===== src/rtl/cigv_pkg.sv =====
package cigv_pkg;

	localparam int WORD_W = 32;
	localparam int CFG_W = 28;
	localparam int SUM_W = 44;
	localparam int OP_W = 4;

	localparam logic [CFG_W-1:0] MIN_INTRON_RESET = CFG_W'(50);
	localparam logic [CFG_W-1:0] MAX_INTRON_RESET = CFG_W'(500000);

	// CIGAR op codes as packed in the low nibble of a BAM CIGAR word.
	localparam logic [OP_W-1:0] OP_M = 4'd0;
	localparam logic [OP_W-1:0] OP_I = 4'd1;
	localparam logic [OP_W-1:0] OP_D = 4'd2;
	localparam logic [OP_W-1:0] OP_N = 4'd3;
	localparam logic [OP_W-1:0] OP_S = 4'd4;
	localparam logic [OP_W-1:0] OP_H = 4'd5;
	localparam logic [OP_W-1:0] OP_P = 4'd6;

	// Configuration register indexes.
	localparam logic CFG_MIN_INTRON = 1'b0;
	localparam logic CFG_MAX_INTRON = 1'b1;

	typedef enum logic [2:0] {
		ERR_OK = 3'd0,
		ERR_ZERO_LEN = 3'd1,
		ERR_BAD_INTRON = 3'd2,
		ERR_UNKNOWN_OP = 3'd3,
		ERR_UNFLANKED = 3'd4,
		ERR_SHORT = 3'd5
	} err_t;

	// Class of the most recent op that takes part in the flank check.
	typedef enum logic [1:0] {
		KEPT_NONE = 2'd0,
		KEPT_MATCH = 2'd1,
		KEPT_INDEL = 2'd2,
		KEPT_OTHER = 2'd3
	} kept_t;

	typedef struct packed {
		logic [WORD_W-1:0] cigar_word;
		logic last_op;
	} cigar_in_t;

	typedef struct packed {
		logic accepted;
		logic [2:0] error_code;
		logic [SUM_W-1:0] ref_span;
		logic [SUM_W-1:0] aligned_length;
		logic [SUM_W-1:0] query_length;
		logic [SUM_W-1:0] intron_total;
		logic spliced;
	} cigar_out_t;

	// Decoded view of one op, passed from the decoder to the record unit.
	typedef struct packed {
		logic [SUM_W-1:0] len;
		kept_t kept;
		logic add_ref;
		logic add_aln;
		logic add_qry;
		logic is_skip;
		logic zero_len;
		logic bad_skip;
		logic bad_op;
	} op_info_t;

	// The length is far narrower than a sum, so a carry out means overflow.
	function automatic logic [SUM_W-1:0] sat_add(input logic [SUM_W-1:0] acc,
			input logic [SUM_W-1:0] len);
		logic [SUM_W:0] s;
		s = {1'b0, acc} + {1'b0, len};
		return s[SUM_W] ? {SUM_W{1'b1}} : s[SUM_W-1:0];
	endfunction

endpackage


===== src/rtl/cigar_stream_validator_top.sv =====
// After the transfer of its last op, the result of a record passes the input register,
// then the record update into the output register. Throughput: one CIGAR op per cycle,
// set by the single record-update stage, unless a closing op waits on a full output.
// A record's result only waits on a stalled output when that output is still full.
// Reset (arst_n low, asynchronous) clears all record state and both pipeline valids,
// and loads the intron bounds with 50 and 500000.
module cigar_stream_validator_top #(
	parameter int OP_LENGTH_BITS = 28
) (
	input logic clk,
	input logic arst_n,
	input logic in_valid,
	output logic in_ready,
	input cigv_pkg::cigar_in_t in_item,
	output logic out_valid,
	input logic out_ready,
	output cigv_pkg::cigar_out_t out_item,
	input logic cfg_valid,
	output logic cfg_ready,
	input logic cfg_index,
	input logic [cigv_pkg::CFG_W-1:0] cfg_value
);
	import cigv_pkg::*;

	// Intron bounds. They are to be written only while the block is idle; the block does not enforce this.
	logic [CFG_W-1:0] min_intron_q;
	logic [CFG_W-1:0] max_intron_q;

	// Input register: one op waiting for the record update.
	logic valid_s1;
	cigar_in_t item_s1;

	// Output register: one finished record waiting for its transfer.
	logic out_valid_q;
	cigar_out_t out_item_q;

	op_info_t info;
	cigar_out_t result;
	logic step;

	assign cfg_ready = 1'b1;

	// An op that does not close its record never touches the output register,
	// so it moves on even while a result is stalled. A closing op moves on when
	// the output register is empty or is being emptied in this cycle.
	assign step = valid_s1 && (!item_s1.last_op || !out_valid_q || out_ready);
	assign in_ready = !valid_s1 || step;

	assign out_valid = out_valid_q;
	assign out_item = out_item_q;

	always_ff @(posedge clk or negedge arst_n) begin
		if (!arst_n) begin
			min_intron_q <= MIN_INTRON_RESET;
			max_intron_q <= MAX_INTRON_RESET;
		end else if (cfg_valid && cfg_ready) begin
			unique case (cfg_index)
				CFG_MIN_INTRON: min_intron_q <= cfg_value;
				CFG_MAX_INTRON: max_intron_q <= cfg_value;
				default: ;
			endcase
		end
	end

	always_ff @(posedge clk or negedge arst_n) begin
		if (!arst_n) begin
			valid_s1 <= 1'b0;
		end else if (in_ready) begin
			valid_s1 <= in_valid;
		end
	end

	// Payload only; it is qualified by valid_s1.
	always_ff @(posedge clk) begin
		if (in_valid && in_ready) begin
			item_s1 <= in_item;
		end
	end

	cigv_op_decode #(
		.OP_LENGTH_BITS(OP_LENGTH_BITS)
	) u_decode (
		.cigar_word(item_s1.cigar_word),
		.min_intron(min_intron_q),
		.max_intron(max_intron_q),
		.info(info)
	);

	// Holds the running sums and the flank and error state of the open record.
	cigv_record u_record (
		.clk(clk),
		.arst_n(arst_n),
		.step(step),
		.last(item_s1.last_op),
		.info(info),
		.result(result)
	);

	always_ff @(posedge clk or negedge arst_n) begin
		if (!arst_n) begin
			out_valid_q <= 1'b0;
		end else if (step && item_s1.last_op) begin
			out_valid_q <= 1'b1;
		end else if (out_ready) begin
			out_valid_q <= 1'b0;
		end
	end

	always_ff @(posedge clk) begin
		if (step && item_s1.last_op) begin
			out_item_q <= result;
		end
	end

endmodule


===== src/rtl/cigv_op_decode.sv =====
module cigv_op_decode #(
	parameter int OP_LENGTH_BITS = 28
) (
	input logic [cigv_pkg::WORD_W-1:0] cigar_word,
	input logic [cigv_pkg::CFG_W-1:0] min_intron,
	input logic [cigv_pkg::CFG_W-1:0] max_intron,
	output cigv_pkg::op_info_t info
);
	import cigv_pkg::*;

	logic [OP_W-1:0] op;
	logic [OP_LENGTH_BITS-1:0] len;
	logic [CFG_W-1:0] len_cfg;

	assign op = cigar_word[OP_W-1:0];
	assign len = cigar_word[OP_W +: OP_LENGTH_BITS];
	assign len_cfg = CFG_W'(len);

	always_comb begin
		info = '0;
		info.len = SUM_W'(len);
		info.zero_len = (len == '0);
		info.kept = KEPT_NONE;
		unique case (op) inside
			OP_M: begin
				info.add_ref = 1'b1;
				info.add_aln = 1'b1;
				info.add_qry = 1'b1;
				info.kept = KEPT_MATCH;
			end
			OP_I: begin
				info.add_qry = 1'b1;
				info.kept = KEPT_INDEL;
			end
			OP_D: begin
				info.add_ref = 1'b1;
				info.kept = KEPT_INDEL;
			end
			OP_N: begin
				info.add_ref = 1'b1;
				info.is_skip = 1'b1;
				info.bad_skip = (len_cfg > max_intron) || (len_cfg < min_intron);
				info.kept = KEPT_OTHER;
			end
			OP_S: begin
				info.add_qry = 1'b1;
				info.kept = KEPT_OTHER;
			end
			OP_H, OP_P: begin
				info.kept = KEPT_NONE;
			end
			default: begin
				info.bad_op = 1'b1;
			end
		endcase
	end

endmodule


===== src/rtl/cigv_record.sv =====
module cigv_record (
	input logic clk,
	input logic arst_n,
	input logic step,
	input logic last,
	input cigv_pkg::op_info_t info,
	output cigv_pkg::cigar_out_t result
);
	import cigv_pkg::*;

	logic [SUM_W-1:0] ref_sum_q, aln_sum_q, qry_sum_q, int_sum_q;
	logic seen_skip_q;
	logic [1:0] first_err_q;
	kept_t prior_kept_q;
	logic flank_pending_q;
	logic flank_failed_q;

	logic [SUM_W-1:0] ref_sum_d, aln_sum_d, qry_sum_d, int_sum_d;
	logic seen_skip_d;
	logic [1:0] first_err_d;
	kept_t prior_kept_d;
	logic flank_pending_d;
	logic flank_failed_d;
	logic flank_final;
	err_t code;

	always_comb begin
		ref_sum_d = info.add_ref ? sat_add(ref_sum_q, info.len) : ref_sum_q;
		aln_sum_d = info.add_aln ? sat_add(aln_sum_q, info.len) : aln_sum_q;
		qry_sum_d = info.add_qry ? sat_add(qry_sum_q, info.len) : qry_sum_q;
		int_sum_d = info.is_skip ? sat_add(int_sum_q, info.len) : int_sum_q;
		seen_skip_d = seen_skip_q | info.is_skip;

		// Only the first parse error of the record is kept.
		first_err_d = first_err_q;
		if (first_err_q == 2'd0) begin
			if (info.zero_len)
				first_err_d = 2'(ERR_ZERO_LEN);
			else if (info.bad_skip)
				first_err_d = 2'(ERR_BAD_INTRON);
			else if (info.bad_op)
				first_err_d = 2'(ERR_UNKNOWN_OP);
		end

		prior_kept_d = prior_kept_q;
		flank_pending_d = flank_pending_q;
		flank_failed_d = flank_failed_q;
		if (info.kept != KEPT_NONE) begin
			if (flank_pending_q && info.kept != KEPT_MATCH)
				flank_failed_d = 1'b1;
			flank_pending_d = 1'b0;
			if (info.kept == KEPT_INDEL) begin
				if (prior_kept_q != KEPT_MATCH)
					flank_failed_d = 1'b1;
				flank_pending_d = 1'b1;
			end
			prior_kept_d = info.kept;
		end

		// An indel that closes the record has no match after it.
		flank_final = flank_failed_d | flank_pending_d;

		if (first_err_d != 2'd0)
			code = err_t'({1'b0, first_err_d});
		else if (flank_final)
			code = ERR_UNFLANKED;
		else if (aln_sum_d <= SUM_W'(1))
			code = ERR_SHORT;
		else
			code = ERR_OK;

		result.accepted = (code == ERR_OK);
		result.error_code = code;
		result.ref_span = ref_sum_d;
		result.aligned_length = aln_sum_d;
		result.query_length = qry_sum_d;
		result.intron_total = int_sum_d;
		result.spliced = seen_skip_d;
	end

	always_ff @(posedge clk or negedge arst_n) begin
		if (!arst_n) begin
			ref_sum_q <= '0;
			aln_sum_q <= '0;
			qry_sum_q <= '0;
			int_sum_q <= '0;
			seen_skip_q <= 1'b0;
			first_err_q <= 2'd0;
			prior_kept_q <= KEPT_NONE;
			flank_pending_q <= 1'b0;
			flank_failed_q <= 1'b0;
		end else if (step) begin
			if (last) begin
				ref_sum_q <= '0;
				aln_sum_q <= '0;
				qry_sum_q <= '0;
				int_sum_q <= '0;
				seen_skip_q <= 1'b0;
				first_err_q <= 2'd0;
				prior_kept_q <= KEPT_NONE;
				flank_pending_q <= 1'b0;
				flank_failed_q <= 1'b0;
			end else begin
				ref_sum_q <= ref_sum_d;
				aln_sum_q <= aln_sum_d;
				qry_sum_q <= qry_sum_d;
				int_sum_q <= int_sum_d;
				seen_skip_q <= seen_skip_d;
				first_err_q <= first_err_d;
				prior_kept_q <= prior_kept_d;
				flank_pending_q <= flank_pending_d;
				flank_failed_q <= flank_failed_d;
			end
		end
	end

endmodule


===== config.mk =====
export PLATFORM = sky130hd
export DESIGN_NAME = cigar_stream_validator_top
export DESIGN_NICKNAME = d
export VERILOG_FILES = /design/src/rtl/cigv_pkg.sv /design/src/rtl/cigar_stream_validator_top.sv /design/src/rtl/cigv_op_decode.sv /design/src/rtl/cigv_record.sv
export SDC_FILE = /design/constraint.sdc
export NUM_CORES = 1
export LEC_CHECK = 0
export ABC_CLOCK_PERIOD_IN_PS = 11560
export BUFFER_PORTS_ARGS = -buffer_cell sky130_fd_sc_hd__buf_2
export CORE_MARGIN = 2
export CORE_UTILIZATION = 65
export DETAILED_ROUTE_END_ITERATION = 6
export PLACE_DENSITY = 0.95
export SLEW_MARGIN = 15
export SYNTH_ARGS = -nofsm -noshare
export SYNTH_HDL_FRONTEND = slang
export SYNTH_SLANG_ARGS = --single-unit

===== constraint.sdc =====
create_clock -name clk -period 11.56 [get_ports clk]
set_input_delay 2.312 -clock clk [delete_from_list [all_inputs] [get_ports clk]]
set_output_delay 2.312 -clock clk [all_outputs]
set_load 0.1 [all_outputs]

==> flow_summary.json, run 1 <==
{
  "avgSynthCellArea_sq_um": 10.03,
  "p_leak_nw": 13.60,
  "wl_per_cell_um": 23.51,
  "synth_cell_types": 101,
  "worstSetupPathType": "input pin to register",
  "setup-tns-final_ns": 0,
  "endpoint_kind": "register",
  "grt_pass1_wl_mm": 124.8,
  "ir_worst_vdd_v": 0.0001608,
  "synth_xor_area_share_pct": 4.265,
  "synth_top_family_by_area": "compound AO/OA/AOI/OAI gates",
  "worst_slew_pin_slew_ns": 1.088,
  "synth-seq-cells": 455,
  "vias_per_cell": 6.871,
  "skew_ns": 0.01941,
  "hold_start": "u_record.prior_kept_q[1]",
  "die_h_um": 206.7,
  "cts_tree": "yes",
  "synth_nets": 2900,
  "clockBufferDepth": 3,
  "via_count": 23610,
  "gp_congestion": 0.9742,
  "grt_pass1_vias": 22820,
  "fill_cells": 2696,
  "ys.flop_type": "dfrtp_1",
  "core_area_sq_um": 40650,
  "hold_viol": 0,
  "worstSkewPairLatency_ns": 0.61,
  "clkTransAtPathRegs_ns": 0.06,
  "violations": "design-rule violations",
  "grt_max_degree": 118,
  "dieArea_sq_um": 42700,
  "r2r-end": "u_record.qry_sum_q[6]",
  "final_net_count": 3100,
  "reg2reg_from": "item_s1[6]",
  "worstPathArrival_ns": 6.03,
  "syn_inst": 2662,
  "post_cts_buffers": 0,
  "track_usage_pct": 37.79,
  "maxSlewViolCount": 0,
  "status": "finished with violations",
  "ys.warnings.count": 0,
  "synth_fa_ha_area_share_pct": 8.128,
  "finalCritPeriodShare_pct": 47.72,
  "layout_min_cycle_time_ns": 5.516,
  "worstSetupStartpointType": "input pin",
  "hold_path.class": "register to register",
  "hold_buffers": 0,
  "rows": 74,
  "dp_slack_ns": 5.725,
  "place_inst": 3345,
  "numCtsBuffers": 47,
  "power_per_cell_area_nw_per_um2": 164.5,
  "portBuffers": 249,
  "multi_input_area_sq_um": 13340,
  "hold_path_depth": 2,
  "drive_gt1_share_pct": 15.51,
  "max-cap-violations": 0,
  "final_util_pct": 73.92,
  "synth.mux.area_fraction_pct": 1.814,
  "synth-simple-area-share_pct": 13.92,
  "place_hpwl_mm": 53.68,
  "setup_ws_ns": 6.044,
  "ff2ff_setup_slack_ns": 6.51,
  "start_util_pct": 65.67,
  "drt.antenna.violating_nets": 0,
  "cts_root_buf": "clkbuf_16",
  "h-tree-depth": 2,
  "setup_viol": 0,
  "syn-cell-area_sq_um": 26690,
  "reg2reg_depth": 13,
  "synth-async-reset-ratio_pct": 52.97,
  "detail_route.wirelength_mm": 80.80,
  "fin_cells": 3436,
  "total_power_mw": 4.943,
  "dr.pass1.iters": 7,
  "synth-compound-area-share_pct": 21.67,
  "crit_required_ns": 12.07,
  "io_pins": 251,
  "die_x_um": 206.7,
  "hold_end": "u_record.prior_kept_q[1]",
  "rsz0062_at_grt": "false",
  "seqCellArea_sq_um": 12470,
  "cts_sinks": 455,
  "post-route-drc-count": 1,
  "drtIter0Drc": 2935,
  "syn_to_final_growth_pct": 12.57,
  "ctsResizeCount": 0,
  "slew_headroom_pct": 26.54,
  "ys_seq_area_share_pct": 46.71,
  "cp_max_fo": 68,
  "grt-ovfl-total": 0,
  "synth_edf_count": 214,
  "antenna_found_initial": 5,
  "max_freq_mhz": 181.3
}
layout by cell type, fill, tap and decap left out, drive strengths merged, types with 25 or more instances in the layout:
cell    count
buf       277
nand2     251
dfrtp     231
edfxtp    214
a21oi     214
o21ai     181
nor2      177
ha        167
a22o      114
inv       114
xnor2      82
a21o       75
nand3      69
clkbuf     59
nor3       50
xor2       48
a31oi      48
and3       40
nand4      37
mux2       37
o21a       29
o22a       28
nand2b     25
synthesized netlist by cell type (37+ instances only):
master / instances / area (sq um)
nand4_1: 37 / 231.5
dfrtp_1: 231 / 5781
inv_1: 110 / 412.9
a21o_1: 75 / 563.0
a22o_1: 114 / 998.5
a21oi_1: 211 / 1056
edfxtp_1: 214 / 6426
o21ai_0: 169 / 845.8
clkbuf_1: 111 / 416.7
and3_1: 39 / 244.0
nand3_1: 68 / 340.3
ha_1: 167 / 2090
xnor2_1: 82 / 718.2
nand2_1: 250 / 938.4
nor3_1: 48 / 240.2
xor2_1: 48 / 420.4
nor2_1: 177 / 664.4
a31oi_1: 46 / 287.8
layout make-up:
type                       count  area share, %
tap                          532          2.215
inverter                     112          1.424
clock buffer                  59          4.268
timing repair buffer         277          4.880
sequential                   455          41.50
antenna                        3        0.02498
multi-input combinational   1969          44.41
clock inverter                29          1.283
worst max-delay path by stage:
stage               from                     end  cells past startpoint
3_3_place_gp   out_ready  u_record.ref_sum_q[26]                      9
6_report       out_ready  u_record.ref_sum_q[26]                      9
3_5_place_dp   out_ready  u_record.ref_sum_q[26]                      9
5_1_grt        out_ready  u_record.ref_sum_q[26]                      9
2_1_floorplan  out_ready  u_record.int_sum_q[33]                      7
4_1_cts        out_ready  u_record.ref_sum_q[26]                      9
where the power goes:
group | internal [mW] | switching [mW] | leakage, nW
Sequential | 1.86 | 0.113 | 5.32
Clock | 0.971 | 0.677 | 0.788
Combinational | 0.358 | 0.965 | 7.49
cells by family after synthesis:
| family | after synthesis |
|---|---|
| compound gates | 855 |
| mux | 43 |
| fa+ha+maj | 171 |
| buf+inv | 238 |
| simple gates | 769 |
| flops | 455 |
| other cells | 1 |
| xor+xnor | 130 |
stage by stage:
step | hold slack [ns] | instance area, sq um
global route | 0.5211 | 30050
floorplan | 0.4383 | 26690
CTS | 0.4846 | 30040
detailed placement | 0.4707 | 28370
finish | 0.4913 | 30050
global placement | 0.4515 | 28370
registers in the layout, summed over array words and instances, names as in the netlist, 28 cells and up:
register            count
out_item              181
max_intron_q           28
u_record.qry_sum_q     44
u_record.ref_sum_q     44
u_record.aln_sum_q     44
u_record.int_sum_q     44
item_s1                33
min_intron_q           28
per-layer routing:
metal  GRT usage (%)  routed length (um)
met1           49.31               29720
met2           57.20               36080
met3           8.744                9233
met4           23.93                5771
met5               0                   0
worst max-delay path, stage by stage:
cell and delay (ns):
buf_2 0.10, nand3b_1 0.17, nand2_4 0.47, nor2_4 0.73, buf_4 0.66, buf_4 0.76
o21ai_0 0.32, nor2_1 0.20, a2bb2oi_1 0.20
(Power assumes the default switching activity.)
==> run 2, diff against run 1 <==
ABC_CLOCK_PERIOD_IN_PS = 5600   (was 11560)
CORE_UTILIZATION = 61   (was 65)
PLACE_DENSITY = 0.92   (was 0.95)
clock period = 5.6 ns   (was 11.56 ns; I/O delays follow)
==> run 2 against run 1 <==
The run now ends clean. Register-to-register slack worse by 5.8 ns. Clock skew grew 0.012 ns. Via count is 0.28% higher. Worst setup slack worse by 5.3 ns. Sequential power is 110% higher.
==> flow_summary.json, run 2 (synthesized netlist as in run 1, its figures left out) <==
{
  "status": "complete, no violations",
  "rsz0062_at_grt": "false",
  "core_area_sq_um": 43170,
  "layout_min_cycle_time_ns": 4.863,
  "vias_per_cell": 6.772,
  "crit_path_start": "item_s1[5]",
  "max-cap-violations": 0,
  "slew_headroom_pct": 23.48,
  "reg2reg_depth": 13,
  "crit_path_end": "out_item[177]",
  "n_antenna_cell": 0,
  "grt-ovfl-total": 0,
  "drt.antenna.violating_nets": 0,
  "cts_sinks": 455,
  "skew_ns": 0.03175,
  "hold_path.class": "register to register",
  "numCtsBuffers": 47,
  "ctsResizeCount": 0,
  "cts_root_buf": "clkbuf_16",
  "whs_ns": 0.4903,
  "hold_viol": 0,
  "grt_pass1_vias": 22830,
  "worstSetupStartpointType": "register",
  "grt_pass1_wl_mm": 128.3,
  "setup_viol": 0,
  "detail_route.wirelength_mm": 83.82,
  "clkTransAtPathRegs_ns": 0.06,
  "antenna_found_initial": 2,
  "worst_slew_pin_slew_ns": 1.133,
  "gp_congestion": 1.044,
  "wl_per_cell_um": 23.98,
  "via_count": 23670,
  "final_cell_mix": "nand2_1, buf_2, dfrtp_1",
  "reg2reg_from": "item_s1[5]",
  "power_per_cell_area_nw_per_um2": 336.2,
  "post_cts_buffers": 0,
  "ff2ff_setup_slack_ns": 0.74,
  "ir_worst_vdd_v": 0.0003034,
  "clockBufferDepth": 3,
  "worstSetupPathType": "register to register",
  "layout_commonest_cell": "nand2_1",
  "worstPathArrival_ns": 5.25,
  "post-route-drc-count": 0,
  "place_hpwl_mm": 57.00,
  "crit_required_ns": 5.99,
  "hold_buffers": 0,
  "r2r-end": "out_item[177]",
  "die_h_um": 213.2,
  "cp_max_fo": 13,
  "setup-tns-final_ns": 0,
  "worstSkewPairLatency_ns": 0.61,
  "largest_reg_flops": 181,
  "dieArea_sq_um": 45450,
  "drtIter0Drc": 2788,
  "grt_max_degree": 122,
  "p_leak_nw": 13.66,
  "cts_tree": "yes",
  "io_pins": 251,
  "dr.pass1.iters": 6,
  "syn_to_final_growth_pct": 12.94,
  "final_net_count": 3111,
  "max_freq_mhz": 205.6,
  "finalCritPeriodShare_pct": 86.84,
  "maxSlewViolCount": 0,
  "endpoint_kind": "register",
  "h-tree-depth": 2,
  "start_util_pct": 61.83,
  "track_usage_pct": 36.76,
  "die_x_um": 213.2,
  "portBuffers": 249,
  "drive_gt1_share_pct": 15.84,
  "rows": 76
}
run 2: cell types whose count changed in the layout (fill, tap and decap cells not counted), sizes merged:
cell	delta
clkbuf	-2
inv	+2
clkinv	+6
buf	+11
diode	-3
clkinvlp	-5
bufinv	-2
run 2: layer usage:
| metal | track usage, % | vias up | part of all wire [%] |
|---|---|---|---|
| met1 | 48.65 | 11400 | 38 |
| met2 | 56.71 | 1540 | 45 |
| met5 | 0 | - | 0.031 |
| met4 | 20.79 | 4 | 6.1 |
| met3 | 7.486 | 365 | 11 |
| li1 | - | 10370 | - |
run 2: critical path, cell delays in order, from the launching register on:
cell      delay (ns)
edfxtp_1        0.60
ha_1            0.35
fa_1            0.43
a21o_1          0.23
a31oi_1         0.32
nor3_4          0.09
o211ai_2        0.24
a31oi_2         0.18
o21ai_2         0.53
a31oi_1         0.24
nor4_1          0.40
nand4_1         0.18
or4_4           0.53
o41ai_2         0.32
run 2: power breakdown:
part | internal, mW | leakage (nW) | switching (mW)
Clock | 1.89 | 0.784 | 1.40
Sequential | 3.84 | 5.32 | 0.244
Combinational | 0.746 | 7.56 | 2.02
Total | 6.47 | 13.7 | 3.66
run 2: area by class of cell:
class / instances / area [sq um]
Sequential cell: 455 / 12470
Clock inverter: 30 / 339.1
Tap cell: 585 / 732.0
Multi-Input combinational cell: 1969 / 13340
Clock buffer: 57 / 1255
Fill cell: 3202 / 13030
Inverter: 112 / 427.9
Timing Repair Buffer: 288 / 1587
run 2: how the worst min path moves through the flow:
| stage | startpoint | to | slack (ns) | cells after the start |
|---|---|---|---|---|
| global route | max_intron_q[27] | max_intron_q[27] | 0.53 | 1 |
| global placement | u_record.prior_kept_q[1] | u_record.prior_kept_q[1] | 0.45 | 2 |
| CTS | u_record.prior_kept_q[1] | u_record.prior_kept_q[1] | 0.49 | 2 |
| finish | u_record.prior_kept_q[1] | u_record.prior_kept_q[1] | 0.49 | 2 |
| detailed placement | u_record.prior_kept_q[1] | u_record.prior_kept_q[1] | 0.47 | 2 |
| floorplan | u_record.seen_skip_q | u_record.seen_skip_q | 0.44 | 2 |
run 2: per-stage QoR:
step | total power, mW | instance area, sq um | cells | setup slack (ns) | util [%]
after floorplan | 6.139 | 26690 | 2662 | 1.002 | -
after global placement | 6.721 | 28550 | 3409 | 1.049 | 66.14
after detailed placement | 6.813 | 28550 | 3409 | 0.9459 | 66.14
after CTS | 10.08 | 30150 | 3496 | 0.8831 | 69.83
after global routing | 10.45 | 30150 | 3496 | 0.5855 | 69.83
final | 10.14 | 30150 | 3496 | 0.7371 | 69.83
